File: src/rtl/core/asr_pkg.sv
package asr_pkg;

	localparam int DEF_MAX_ITEMS = 64;
	localparam int W_DIM         = 16;
	localparam int W_AREA        = 2 * W_DIM;
	localparam int W_POS         = 6;

	// One stored rectangle; its position in the set is its store address.
	typedef struct packed {
		logic [W_DIM-1:0]  width;
		logic [W_DIM-1:0]  height;
		logic [W_AREA-1:0] area;
	} rect_entry_t;

	// Control from the sequencer to the selection unit.
	typedef struct packed {
		logic start_set;   // first scan of a set: every entry qualifies
		logic clear_best;  // drop the running best before a scan
		logic advance;     // best becomes the bound for the next scan
	} asr_sel_ctl_t;

	function automatic logic [W_AREA-1:0] area_of(input logic [W_DIM-1:0] w,
			input logic [W_DIM-1:0] h);
		area_of = W_AREA'(w) * W_AREA'(h);
	endfunction

endpackage

File: src/rtl/core/asr_if.sv
interface asr_item_if import asr_pkg::*; ();
	logic             valid;
	logic             ready;
	logic [W_DIM-1:0] item_width;
	logic [W_DIM-1:0] item_height;
	logic             set_end;

	modport source(output valid, item_width, item_height, set_end, input ready);
	modport sink(input valid, item_width, item_height, set_end, output ready);
endinterface

interface asr_result_if import asr_pkg::*; ();
	logic             valid;
	logic             ready;
	logic [W_DIM-1:0] out_width;
	logic [W_DIM-1:0] out_height;
	logic [W_POS-1:0] original_position;
	logic             run_end;
	logic             dropped_items;

	modport source(output valid, out_width, out_height, original_position, run_end,
		dropped_items, input ready);
	modport sink(input valid, out_width, out_height, original_position, run_end,
		dropped_items, output ready);
endinterface

File: src/rtl/core/asr_store.sv
module asr_store import asr_pkg::*; #(
	parameter int MAX_ITEMS = DEF_MAX_ITEMS,
	localparam int AW = $clog2(MAX_ITEMS)
) (
	input  logic          clk,
	input  logic          wr_en,
	input  logic [AW-1:0] wr_addr,
	input  rect_entry_t   wr_data,
	input  logic          rd_en,
	input  logic [AW-1:0] rd_addr,
	output rect_entry_t   rd_data
);

	rect_entry_t mem [MAX_ITEMS];
	rect_entry_t rd_data_q;

	always_ff @(posedge clk) begin
		if (wr_en) begin
			mem[wr_addr] <= wr_data;
		end
	end

	always_ff @(posedge clk) begin
		if (rd_en) begin
			rd_data_q <= mem[rd_addr];
		end
	end

	assign rd_data = rd_data_q;

endmodule

File: src/rtl/core/asr_select.sv
module asr_select import asr_pkg::*; #(
	parameter int MAX_ITEMS = DEF_MAX_ITEMS,
	localparam int AW = $clog2(MAX_ITEMS)
) (
	input  logic          clk,
	input  logic          arst_n,
	input  asr_sel_ctl_t  ctl,
	input  logic          cand_vld,
	input  logic [AW-1:0] cand_idx,
	input  rect_entry_t   cand,
	output rect_entry_t   best,
	output logic [AW-1:0] best_idx,
	output logic          best_have
);

	rect_entry_t       best_q;
	logic [AW-1:0]     best_idx_q;
	logic              have_q;
	logic              first_q;
	logic [W_AREA-1:0] prev_area_q;
	logic [AW-1:0]     prev_idx_q;
	logic              qual;
	logic              better;

	// Order is area descending, then index ascending; a candidate must come
	// strictly after the previously emitted entry.
	assign qual = first_q || (cand.area < prev_area_q) ||
		((cand.area == prev_area_q) && (cand_idx > prev_idx_q));
	// Scan runs in ascending index, so ties keep the earlier entry.
	assign better = !have_q || (cand.area > best_q.area);

	always_ff @(posedge clk or negedge arst_n) begin
		if (!arst_n) begin
			have_q  <= 1'b0;
			first_q <= 1'b0;
		end else begin
			if (ctl.start_set) begin
				first_q <= 1'b1;
			end else if (ctl.advance) begin
				first_q <= 1'b0;
			end
			if (ctl.clear_best) begin
				have_q <= 1'b0;
			end else if (cand_vld && qual && better) begin
				have_q <= 1'b1;
			end
		end
	end

	always_ff @(posedge clk) begin
		if (!ctl.clear_best && cand_vld && qual && better) begin
			best_q     <= cand;
			best_idx_q <= cand_idx;
		end
		if (ctl.advance) begin
			prev_area_q <= best_q.area;
			prev_idx_q  <= best_idx_q;
		end
	end

	assign best      = best_q;
	assign best_idx  = best_idx_q;
	assign best_have = have_q;

endmodule

File: src/rtl/core/area_descending_sorter_top.sv
// Channel   Dir  Payload                                               Beat
// items     in   item_width, item_height, set_end                      one rectangle
// results   out  out_width, out_height, original_position, run_end,    one sorted rectangle
//                dropped_items
//
// Cycles: items are taken one per cycle while collecting. After the beat with
// set_end the block stops taking items and emits n results; each result costs
// one scan of the store (n reads through its single read port), then the last
// registered read, then the load into the output register.
// Reset clears all control state; the store itself holds no reset value.
// A stall on results holds the output register and pauses the next emit only.
module area_descending_sorter_top import asr_pkg::*; #(
	parameter int MAX_ITEMS = DEF_MAX_ITEMS
) (
	input logic        clk,
	input logic        arst_n,
	asr_item_if.sink   items,
	asr_result_if.source results
);

	localparam int AW = $clog2(MAX_ITEMS);
	localparam int CW = $clog2(MAX_ITEMS + 1);

	typedef enum logic [1:0] {
		ST_COLLECT,
		ST_SCAN,
		ST_EMIT
	} state_t;

	state_t        state_q;
	logic [CW-1:0] count_q;     // rectangles stored in this set
	logic [CW-1:0] n_q;         // run length, latched at set_end
	logic          ovf_q;       // an item of this set was dropped
	logic [AW-1:0] rd_addr_q;   // scan read pointer
	logic          issue_q;     // scan still issuing reads
	logic [CW-1:0] rank_q;      // results emitted so far in this run
	logic          out_vld_q;
	logic          vld_s1;
	logic          last_s1;
	logic [AW-1:0] idx_s1;

	logic          in_take;
	logic          full;
	logic          wr_en;
	rect_entry_t   wr_data;
	logic          rd_en;
	logic          issue_last;
	logic          out_free;
	logic          load;
	logic          run_end_nxt;
	rect_entry_t   rd_data;
	rect_entry_t   best;
	logic [AW-1:0] best_idx;
	logic          best_have;
	asr_sel_ctl_t  sel_ctl;

	logic [W_DIM-1:0] out_width_q;
	logic [W_DIM-1:0] out_height_q;
	logic [W_POS-1:0] out_pos_q;
	logic             out_run_end_q;
	logic             out_dropped_q;

	// Collect side
	assign items.ready = (state_q == ST_COLLECT);
	assign in_take     = items.valid && items.ready;
	assign full        = (count_q == CW'(MAX_ITEMS));
	assign wr_en       = in_take && !full;
	assign wr_data     = '{width:  items.item_width,
		height: items.item_height,
		area:   area_of(items.item_width, items.item_height)};

	// Scan side: one read a beat, data back in the next cycle
	assign rd_en       = (state_q == ST_SCAN) && issue_q;
	assign issue_last  = (CW'(rd_addr_q) == (n_q - CW'(1)));
	assign out_free    = !out_vld_q || results.ready;
	assign load        = (state_q == ST_EMIT) && out_free;
	assign run_end_nxt = (rank_q == (n_q - CW'(1)));

	assign sel_ctl.start_set  = in_take && items.set_end;
	assign sel_ctl.clear_best = (in_take && items.set_end) || load;
	assign sel_ctl.advance    = load;

	asr_store #(.MAX_ITEMS(MAX_ITEMS)) u_store (
		.clk     (clk),
		.wr_en   (wr_en),
		.wr_addr (AW'(count_q)),
		.wr_data (wr_data),
		.rd_en   (rd_en),
		.rd_addr (rd_addr_q),
		.rd_data (rd_data)
	);

	asr_select #(.MAX_ITEMS(MAX_ITEMS)) u_select (
		.clk       (clk),
		.arst_n    (arst_n),
		.ctl       (sel_ctl),
		.cand_vld  (vld_s1),
		.cand_idx  (idx_s1),
		.cand      (rd_data),
		.best      (best),
		.best_idx  (best_idx),
		.best_have (best_have)
	);

	always_ff @(posedge clk or negedge arst_n) begin
		if (!arst_n) begin
			state_q   <= ST_COLLECT;
			count_q   <= '0;
			n_q       <= '0;
			ovf_q     <= 1'b0;
			rd_addr_q <= '0;
			issue_q   <= 1'b0;
			rank_q    <= '0;
			out_vld_q <= 1'b0;
			vld_s1    <= 1'b0;
			last_s1   <= 1'b0;
			idx_s1    <= '0;
		end else begin
			vld_s1  <= rd_en;
			last_s1 <= rd_en && issue_last;
			idx_s1  <= rd_addr_q;

			if (load) begin
				out_vld_q <= 1'b1;
			end else if (results.ready) begin
				out_vld_q <= 1'b0;
			end

			case (state_q)
				ST_COLLECT: begin
					if (in_take) begin
						if (full) begin
							ovf_q <= 1'b1;
						end else begin
							count_q <= count_q + CW'(1);
						end
						if (items.set_end) begin
							n_q       <= full ? count_q : count_q + CW'(1);
							rd_addr_q <= '0;
							issue_q   <= 1'b1;
							rank_q    <= '0;
							state_q   <= ST_SCAN;
						end
					end
				end
				ST_SCAN: begin
					if (rd_en) begin
						if (issue_last) begin
							issue_q <= 1'b0;
						end else begin
							rd_addr_q <= rd_addr_q + AW'(1);
						end
					end
					// best is final in the cycle after the last candidate
					if (vld_s1 && last_s1) begin
						state_q <= ST_EMIT;
					end
				end
				ST_EMIT: begin
					if (load) begin
						rank_q <= rank_q + CW'(1);
						if (run_end_nxt) begin
							count_q <= '0;
							ovf_q   <= 1'b0;
							state_q <= ST_COLLECT;
						end else begin
							rd_addr_q <= '0;
							issue_q   <= 1'b1;
							state_q   <= ST_SCAN;
						end
					end
				end
				default: begin
					state_q <= ST_COLLECT;
				end
			endcase
		end
	end

	// Output register payload
	always_ff @(posedge clk) begin
		if (load) begin
			out_width_q   <= best.width;
			out_height_q  <= best.height;
			out_pos_q     <= W_POS'(best_idx);
			out_run_end_q <= run_end_nxt;
			out_dropped_q <= ovf_q;
		end
	end

	assign results.valid             = out_vld_q;
	assign results.out_width         = out_width_q;
	assign results.out_height        = out_height_q;
	assign results.original_position = out_pos_q;
	assign results.run_end           = out_run_end_q;
	assign results.dropped_items     = out_dropped_q;

`ifndef NO_ASSERTIONS
	// A finished scan always has found an entry to emit.
	a_emit_has_best: assert property (@(posedge clk) disable iff (!arst_n)
		(state_q == ST_EMIT) |-> best_have)
		else $error("emit without a selected entry");

	// Reads never go past the stored run.
	a_read_in_run: assert property (@(posedge clk) disable iff (!arst_n)
		vld_s1 |-> (CW'(idx_s1) < n_q))
		else $error("scan read beyond stored run");

	// Emitted count stays below the run length while the run is active.
	a_rank_bound: assert property (@(posedge clk) disable iff (!arst_n)
		(state_q != ST_COLLECT) |-> (rank_q < n_q))
		else $error("rank past run length");

	// The last beat of a run returns the block to an empty set.
	a_run_closes: assert property (@(posedge clk) disable iff (!arst_n)
		(load && run_end_nxt) |=> (state_q == ST_COLLECT && count_q == '0 && !ovf_q))
		else $error("set not cleared after run end");
`endif

endmodule

File: src/flat_wrapper.sv
// flat-port wrapper written by rule: the top's interface ports become plain ports
module area_descending_sorter_top_flat import asr_pkg::*;
#(
	parameter int MAX_ITEMS = DEF_MAX_ITEMS
)
  (clk, arst_n, items_valid, items_item_width, items_item_height, items_set_end, items_ready, results_valid, results_out_width, results_out_height, results_original_position, results_run_end, results_dropped_items, results_ready);
  asr_item_if items_i ();
  asr_result_if results_i ();
  input logic clk;
  input logic arst_n;
  input wire logic [$bits(items_i.valid)-1:0] items_valid;
  input wire logic [$bits(items_i.item_width)-1:0] items_item_width;
  input wire logic [$bits(items_i.item_height)-1:0] items_item_height;
  input wire logic [$bits(items_i.set_end)-1:0] items_set_end;
  output wire logic [$bits(items_i.ready)-1:0] items_ready;
  output wire logic [$bits(results_i.valid)-1:0] results_valid;
  output wire logic [$bits(results_i.out_width)-1:0] results_out_width;
  output wire logic [$bits(results_i.out_height)-1:0] results_out_height;
  output wire logic [$bits(results_i.original_position)-1:0] results_original_position;
  output wire logic [$bits(results_i.run_end)-1:0] results_run_end;
  output wire logic [$bits(results_i.dropped_items)-1:0] results_dropped_items;
  input wire logic [$bits(results_i.ready)-1:0] results_ready;
  assign items_i.valid = items_valid;
  assign items_i.item_width = items_item_width;
  assign items_i.item_height = items_item_height;
  assign items_i.set_end = items_set_end;
  assign items_ready = items_i.ready;
  assign results_valid = results_i.valid;
  assign results_out_width = results_i.out_width;
  assign results_out_height = results_i.out_height;
  assign results_original_position = results_i.original_position;
  assign results_run_end = results_i.run_end;
  assign results_dropped_items = results_i.dropped_items;
  assign results_i.ready = results_ready;
  area_descending_sorter_top #(.MAX_ITEMS(MAX_ITEMS)) u_core (.clk(clk), .arst_n(arst_n), .items(items_i), .results(results_i));
endmodule
File: config.mk
export PLATFORM = sky130hd
export DESIGN_NAME = area_descending_sorter_top_flat
export DESIGN_NICKNAME = d
export VERILOG_FILES = /design/src/rtl/core/asr_pkg.sv /design/src/rtl/core/asr_if.sv /design/src/rtl/core/asr_store.sv /design/src/rtl/core/asr_select.sv /design/src/rtl/core/area_descending_sorter_top.sv /design/src/flat_wrapper.sv
export SDC_FILE = /design/constraint.sdc
export NUM_CORES = 2
export LEC_CHECK = 0
export BUFFER_PORTS_ARGS = -buffer_cell sky130_fd_sc_hd__buf_2
export CORE_MARGIN = 2
export CORE_UTILIZATION = 45
export CTS_BUF_LIST = sky130_fd_sc_hd__clkbuf_8
export DETAILED_ROUTE_END_ITERATION = 7
export PLACE_DENSITY_LB_ADDON = 0.2
export SLEW_MARGIN = 20
export SYNTH_ARGS = -nofsm -noshare
export SYNTH_HDL_FRONTEND = slang
export SYNTH_SLANG_ARGS = --single-unit
File: constraint.sdc
create_clock -name clk -period 5.8 [get_ports clk]
set_clock_uncertainty 0.05 [all_clocks]
set_input_delay 0.58 -clock clk [delete_from_list [all_inputs] [get_ports clk]]
set_output_delay 0.58 -clock clk [all_outputs]
set_load 0.03 [all_outputs]
* Word level (Yosys, flattened, before mapping)
Memory sizes are Yosys's and may differ from the RTL's. A register that Yosys moved wholly into a read port is not among the register bits.
Index checks and enable logic that the tools add are counted.
** Cells by class
- Add/sub/neg operators :: 4
- Multiply operators :: 1
- Magnitude comparators :: 3
- Muxes and demuxes :: 42
- Equal/unequal tests :: 16
- Reductions and logical operators :: 35
** Operators with widths (number)
- $mux 7 :: 7
- $mux 6 :: 6
- $eq 32x32->1 :: 1
- $gt 32x32->1 :: 1
- $lt 32x32->1 :: 1
- $mul 16x16->32 :: 1
- $pmux 7 s2 :: 2
- $mux 1 :: 19
- $pmux 6 s3 :: 1
- $add 7x1->7 const B :: 2
- $reduce_and 7->1 :: 2
- $logic_and 1x1->1 :: 13
- $ne 2x2->1 const B :: 6
- $reduce_and 4->1 :: 3
- $mux 2 :: 4
- $ne 2x1->1 const B :: 4
- $reduce_bool 2->1 :: 4
- $eq 6x7->1 :: 1
- $eq 7x7->1 :: 1
- $eq 7x7->1 const B :: 1
- $sub 7x1->7 const B :: 1
- $add 6x1->6 const B :: 1
- $gt 6x6->1 :: 1
- $pmux 2 s3 :: 1
- 10 further kinds :: 17
** Storage, ports and cells
- Output and inout bits :: 42
- Input port bits :: 37
- Bits in registers :: 184
- Memories kept :: 1
- RAM bits :: 4096
** Memories
- u_core.u_store.mem :: words 64, bits a word 64, read ports 1, clocked after Yosys merged registers in 1, wr ports 1, line asr_store.sv:14 : rect_entry_t mem [MAX_ITEMS];

* Depth between registers and ports, before layout
- Depth after elaboration :: 8
- Gate-level depth with buffers :: 22
- Gate-level depth less buffers :: 21

* By module
From an unflattened synthesis, not the netlist that was laid out.
** Second synthesis, totals
- Cell total of the unflattened synthesis :: 8206
- Area, all modules :: 173934.3 sq um
** Modules (own cells, without submodules)
- asr_store :: area an instance 156989.3 sq um, instances 1, seq. area each 124919.8 sq um, cells each 6598
- area_descending_sorter_top :: area an instance 11830.1 sq um, instances 1, seq. area each 2202.1 sq um, cells each 1244
- asr_select :: area an instance 5114.9 sq um, instances 1, seq. area each 3293.2 sq um, cells each 364

* Worst setup path before layout
Ideal clock, no wire load.
- Path type :: input port to flip-flop
- From :: input items_item_height[1]
- To :: memory u_core.u_store.mem[0][30] (netlist name) (data pin)
- Cell stages on the path :: 19
- Data arrival time :: 9472 ps
- Library setup time :: 1008 ps
- Path slack :: -4730 ps
- Cells stage by stage :: clkbuf_1 > nand2_1 > fa_1 > fa_1 > fa_1 > fa_1 > inv_1 > fa_1 > inv_1 > fa_1 > inv_1 > ha_1 > nand2_1 > o21ai_0 > or3_1 > o21ai_0 > o211ai_1 > nand2_1 > o311ai_0
** RTL lines
- from (decl) :: line flat_wrapper.sv:13 : input wire logic [$bits(items_i.item_height)-1:0] items_item_height;
- to (decl) :: line asr_store.sv:14

==> flow_summary.json <==
{
  "cts_made_buffers": 691,
  "crit_start": "items_item_width[1]",
  "antenna_found_initial": 20,
  "internal_power_mw": 91.49,
  "required_ps": 6730,
  "maxCapViolations": 0,
  "ys_top_cells_by_area": "edfxtp_1 (74%), mux4_2 (17%), fa_1 (2.2%), ha_1 (1.3%), inv_1 (0.68%)",
  "cts_tree": "built",
  "arrival_ps": 6650,
  "drt_iter0_drc": 12890,
  "grt_pass1_wl_um": 708900,
  "finish.utilization_pct": 51.70,
  "die-area_um2": 390900,
  "num_rows": 228,
  "numPortBuffers": 78,
  "maxSlewViolCount": 0,
  "yosysMostFrequentCell": "edfxtp_1",
  "dr.pass1.iters": 6,
  "gp_congestion": 0.8298,
  "cts_sinks": 4344,
  "fmax_mhz": 174.8,
  "synth-edff-count": 4302,
  "p_clk_share_pct": 16.9,
  "ys_types": 65,
  "power_mw": 139.7,
  "p_leak_nw": 65.10,
  "rsz0062_at_grt": "yes",
  "yosysWarnings": 0,
  "async_reset_ff_share_pct": 0.9669,
  "ys_ff_latch": 4344,
  "finalNetCount": 8925,
  "syn_area_um2": 173700,
  "yosysTopAreaCell": "edfxtp_1",
  "min_period_over_period_pct": 98.63,
  "syn_avg_cell_area_um2": 23.08,
  "fillers": 29700,
  "setup_viol": 0,
  "yosys_most_used_dff": "edfxtp_1",
  "wl_per_cell_um": 36.74,
  "rr_startpoint": "u_core.state_q[0]",
  "num_vias": 87100,
  "grt_use_total_pct": 26.39,
  "netSwitchingFraction_pct": 34.49,
  "vias_per_cell": 6.181,
  "worst_pin_slew_ps": 1248,
  "endpoint_kind": "flip-flop",
  "min_period_ps": 5721,
  "worstSetupPathType": "input port to flip-flop",
  "clockBufferDepth": 4,
  "clk_pin_slew_worst_paths_ps": 60,
  "syn_nets": 7934,
  "pwr_density_cell_nw_per_um2": 702.0,
  "pre_cts_slack_ps": -1111,
  "timing.hold.ws_ps": 50.20,
  "path_max_fanout": 23,
  "overflow": 0,
  "antenna_left": 0,
  "io-pin-count": 79,
  "routed_wirelength_um": 517700,
  "grt_pass1_vias": 87540,
  "dpl.hpwl_um": 265200,
  "syn_to_final_growth_pct": 14.56,
  "fp.coreArea_um2": 384800,
  "drive_gt1_share_pct": 32.73,
  "p_sw_mw": 48.17,
  "synth_common_cells": "edfxtp_1 (4302), mux4_2 (1344), inv_1 (313)",
  "htree_num_levels": 6,
  "clock_latency_ps": 1250,
  "syn-instance-count": 7524,
  "yosysSeqAreaShare_pct": 74.99,
  "start_kind": "input port",
  "root_buffer": "clkbuf_8",
  "fin_ws_ps": 79.18,
  "grt_max_degree": 108,
  "hp-class": "input port to flip-flop",
  "hold_start": "items_item_width[9]",
  "die_y_um": 625.2,
  "relSlewSlack_pct": 16.60,
  "status": "complete, no violations",
  "start_util_pct": 45.13,
  "p_comb_share_pct": 42.2,
  "fp.dieW_um": 625.2,
  "drc": 0,
  "finalHoldViolations": 0,
  "netlist.area_leader.share_pct": 74.39,
  "pwr-share-seq_pct": 40.8,
  "ir_drop_uv": 1667
}
[worst max-delay path, stage by stage]
cell and delay [ps]:
dlygate4sd3_1 550, buf_6 160, buf_12 140, buf_12 120, and2_1 140, fa_1 500, fa_1 410, ha_1 190
inv_1 70, fa_1 440, fa_1 510, inv_1 50, fa_1 500, ha_4 290, nand3_1 70, nor2_2 170
nor4_2 80, buf_4 140, o31ai_4 260, buf_6 140, a211oi_4 60, buf_12 140, o41ai_4 460, xor2_4 120
buf_12 170, clkbuf_16 180
[final cells by class]
class / instances / area [um^2] / share of cell area (%)
clock buffers: 701 / 9648 / 4.849
clock inverters: 503 / 2482 / 1.248
multi-input cells: 2509 / 42110 / 21.16
well taps: 5060 / 6331 / 3.182
repair buffers: 654 / 6919 / 3.478
flip-flops and latches: 4344 / 130300 / 65.47
diodes: 5 / 12.51 / 0.006289
inverters: 315 / 1200 / 0.6031
[power groups by stage]
stage | sequential, mW | clock, mW | combinational [mW]
floorplan | 54.7 | 0 | 30.0
global placement | 56.3 | 0 | 53.3
detailed placement | 57.7 | 0 | 57.7
CTS | 57.0 | 24.1 | 57.8
global route | 56.9 | 25.4 | 62.5
finish | 57.0 | 23.7 | 59.0
[placed cells by master (no fill, tap or decap), drive strengths merged, types with 4 or more instances in the layout]
| master | Yosys | final |
|---|---|---|
| o31ai | 5 | 5 |
| ha | 179 | 179 |
| buf | 122 | 622 |
| o21ai | 33 | 33 |
| nand4 | 26 | 26 |
| nor4 | 6 | 6 |
| clkinvlp | 0 | 15 |
| nor3 | 14 | 14 |
| and4 | 4 | 4 |
| clkinv | 1 | 220 |
| nor3b | 4 | 4 |
| o211ai | 5 | 5 |
| and2 | 115 | 115 |
| diode | 0 | 5 |
| o21a | 5 | 5 |
| bufinv | 0 | 6 |
| dfrtp | 42 | 42 |
| dlygate4sd3 | 0 | 29 |
| inv | 314 | 577 |
| a22oi | 4 | 4 |
| a21oi | 57 | 57 |
| o21bai | 7 | 7 |
| xor2 | 23 | 23 |
| nor2 | 109 | 109 |
| nand2b | 8 | 8 |
| a31oi | 11 | 11 |
| nand3 | 28 | 28 |
| fa | 194 | 194 |
| or3 | 9 | 9 |
| nor2b | 13 | 13 |
| a22o | 4 | 4 |
| a21o | 34 | 34 |
| clkbuf | 234 | 704 |
| edfxtp | 4302 | 4302 |
| xnor2 | 24 | 24 |
| nand2 | 201 | 201 |
| mux4 | 1344 | 1344 |
[through the flow]
step,cells,instance area (um^2),TNS [ps]
2_1_floorplan,7524,174500,-805740
3_3_place_gp,12840,186000,-1076800
3_5_place_dp,12840,186200,-982880
4_1_cts,14080,198600,0
5_1_grt,14090,198900,-7321
6_report,14090,199000,0
[routing by layer]
layer | vias up | track usage (%) | part of all wire (%)
met5 | - | 0 | 0.0052
met1 | 47690 | 37.36 | 39
met2 | 5011 | 41.93 | 48
met3 | 901 | 4.927 | 9.7
li1 | 33490 | - | -
met4 | 4 | 8.128 | 3.2
[state kept, by name, summed over array words and instances, names as in the netlist, 2 cells and up]
register / count
u_core.n_q: 7
u_core.u_select.best: 64
u_core.rd_addr_q: 6
u_core.results.out_height: 16
u_core.u_store.rd_data: 64
u_core.u_select.best_idx: 6
u_core.rank_q: 7
u_core.state_q: 2
u_core.idx_s1: 6
u_core.results.original_position: 6
u_core.u_select.prev_area_q: 32
u_core.count_q: 7
u_core.u_store.mem: 4096
u_core.results.out_width: 16
[kinds of logic after synthesis]
family	count (synthesis)	share of synthesized area (%)
AOI/OAI and AO/OA	192	0.7133
xor gates and xnor gates	48	0.2500
adders and majority gates	373	3.526
buffers and inverters	671	1.547
DFF	4344	74.99
muxes	1347	17.45
and+or+nand+nor	549	1.523
[what timing repair did]
item	4_1_cts	5_1_grt
gates resized for setup	0	26
endpoints found under the hold margin	432	1
hold buffers	31	1
setup endpoints to repair	0	747
buffers inserted	0	7
[worst paths after layout]
| kind | endpoint | slack [ps] | depth (start not counted) |
|---|---|---|---|
| worst max-delay path | u_core.u_store.mem[10][29] | 80 | 26 |
| worst min-delay path | u_core.u_store.mem[30][57] | 50 | 4 |
| worst max register to register | u_core.u_store.mem[46][5] | 1520 | 5 |
| worst min register to register | u_core.results.out_width[13] | 360 | 0 |
| max in group asynchronous | u_core.rd_addr_q[0] | 5090 | 4 |
| min in group asynchronous | u_core.rank_q[2] | 360 | 4 |
No activity file was read; power rests on OpenSTA's default activity.
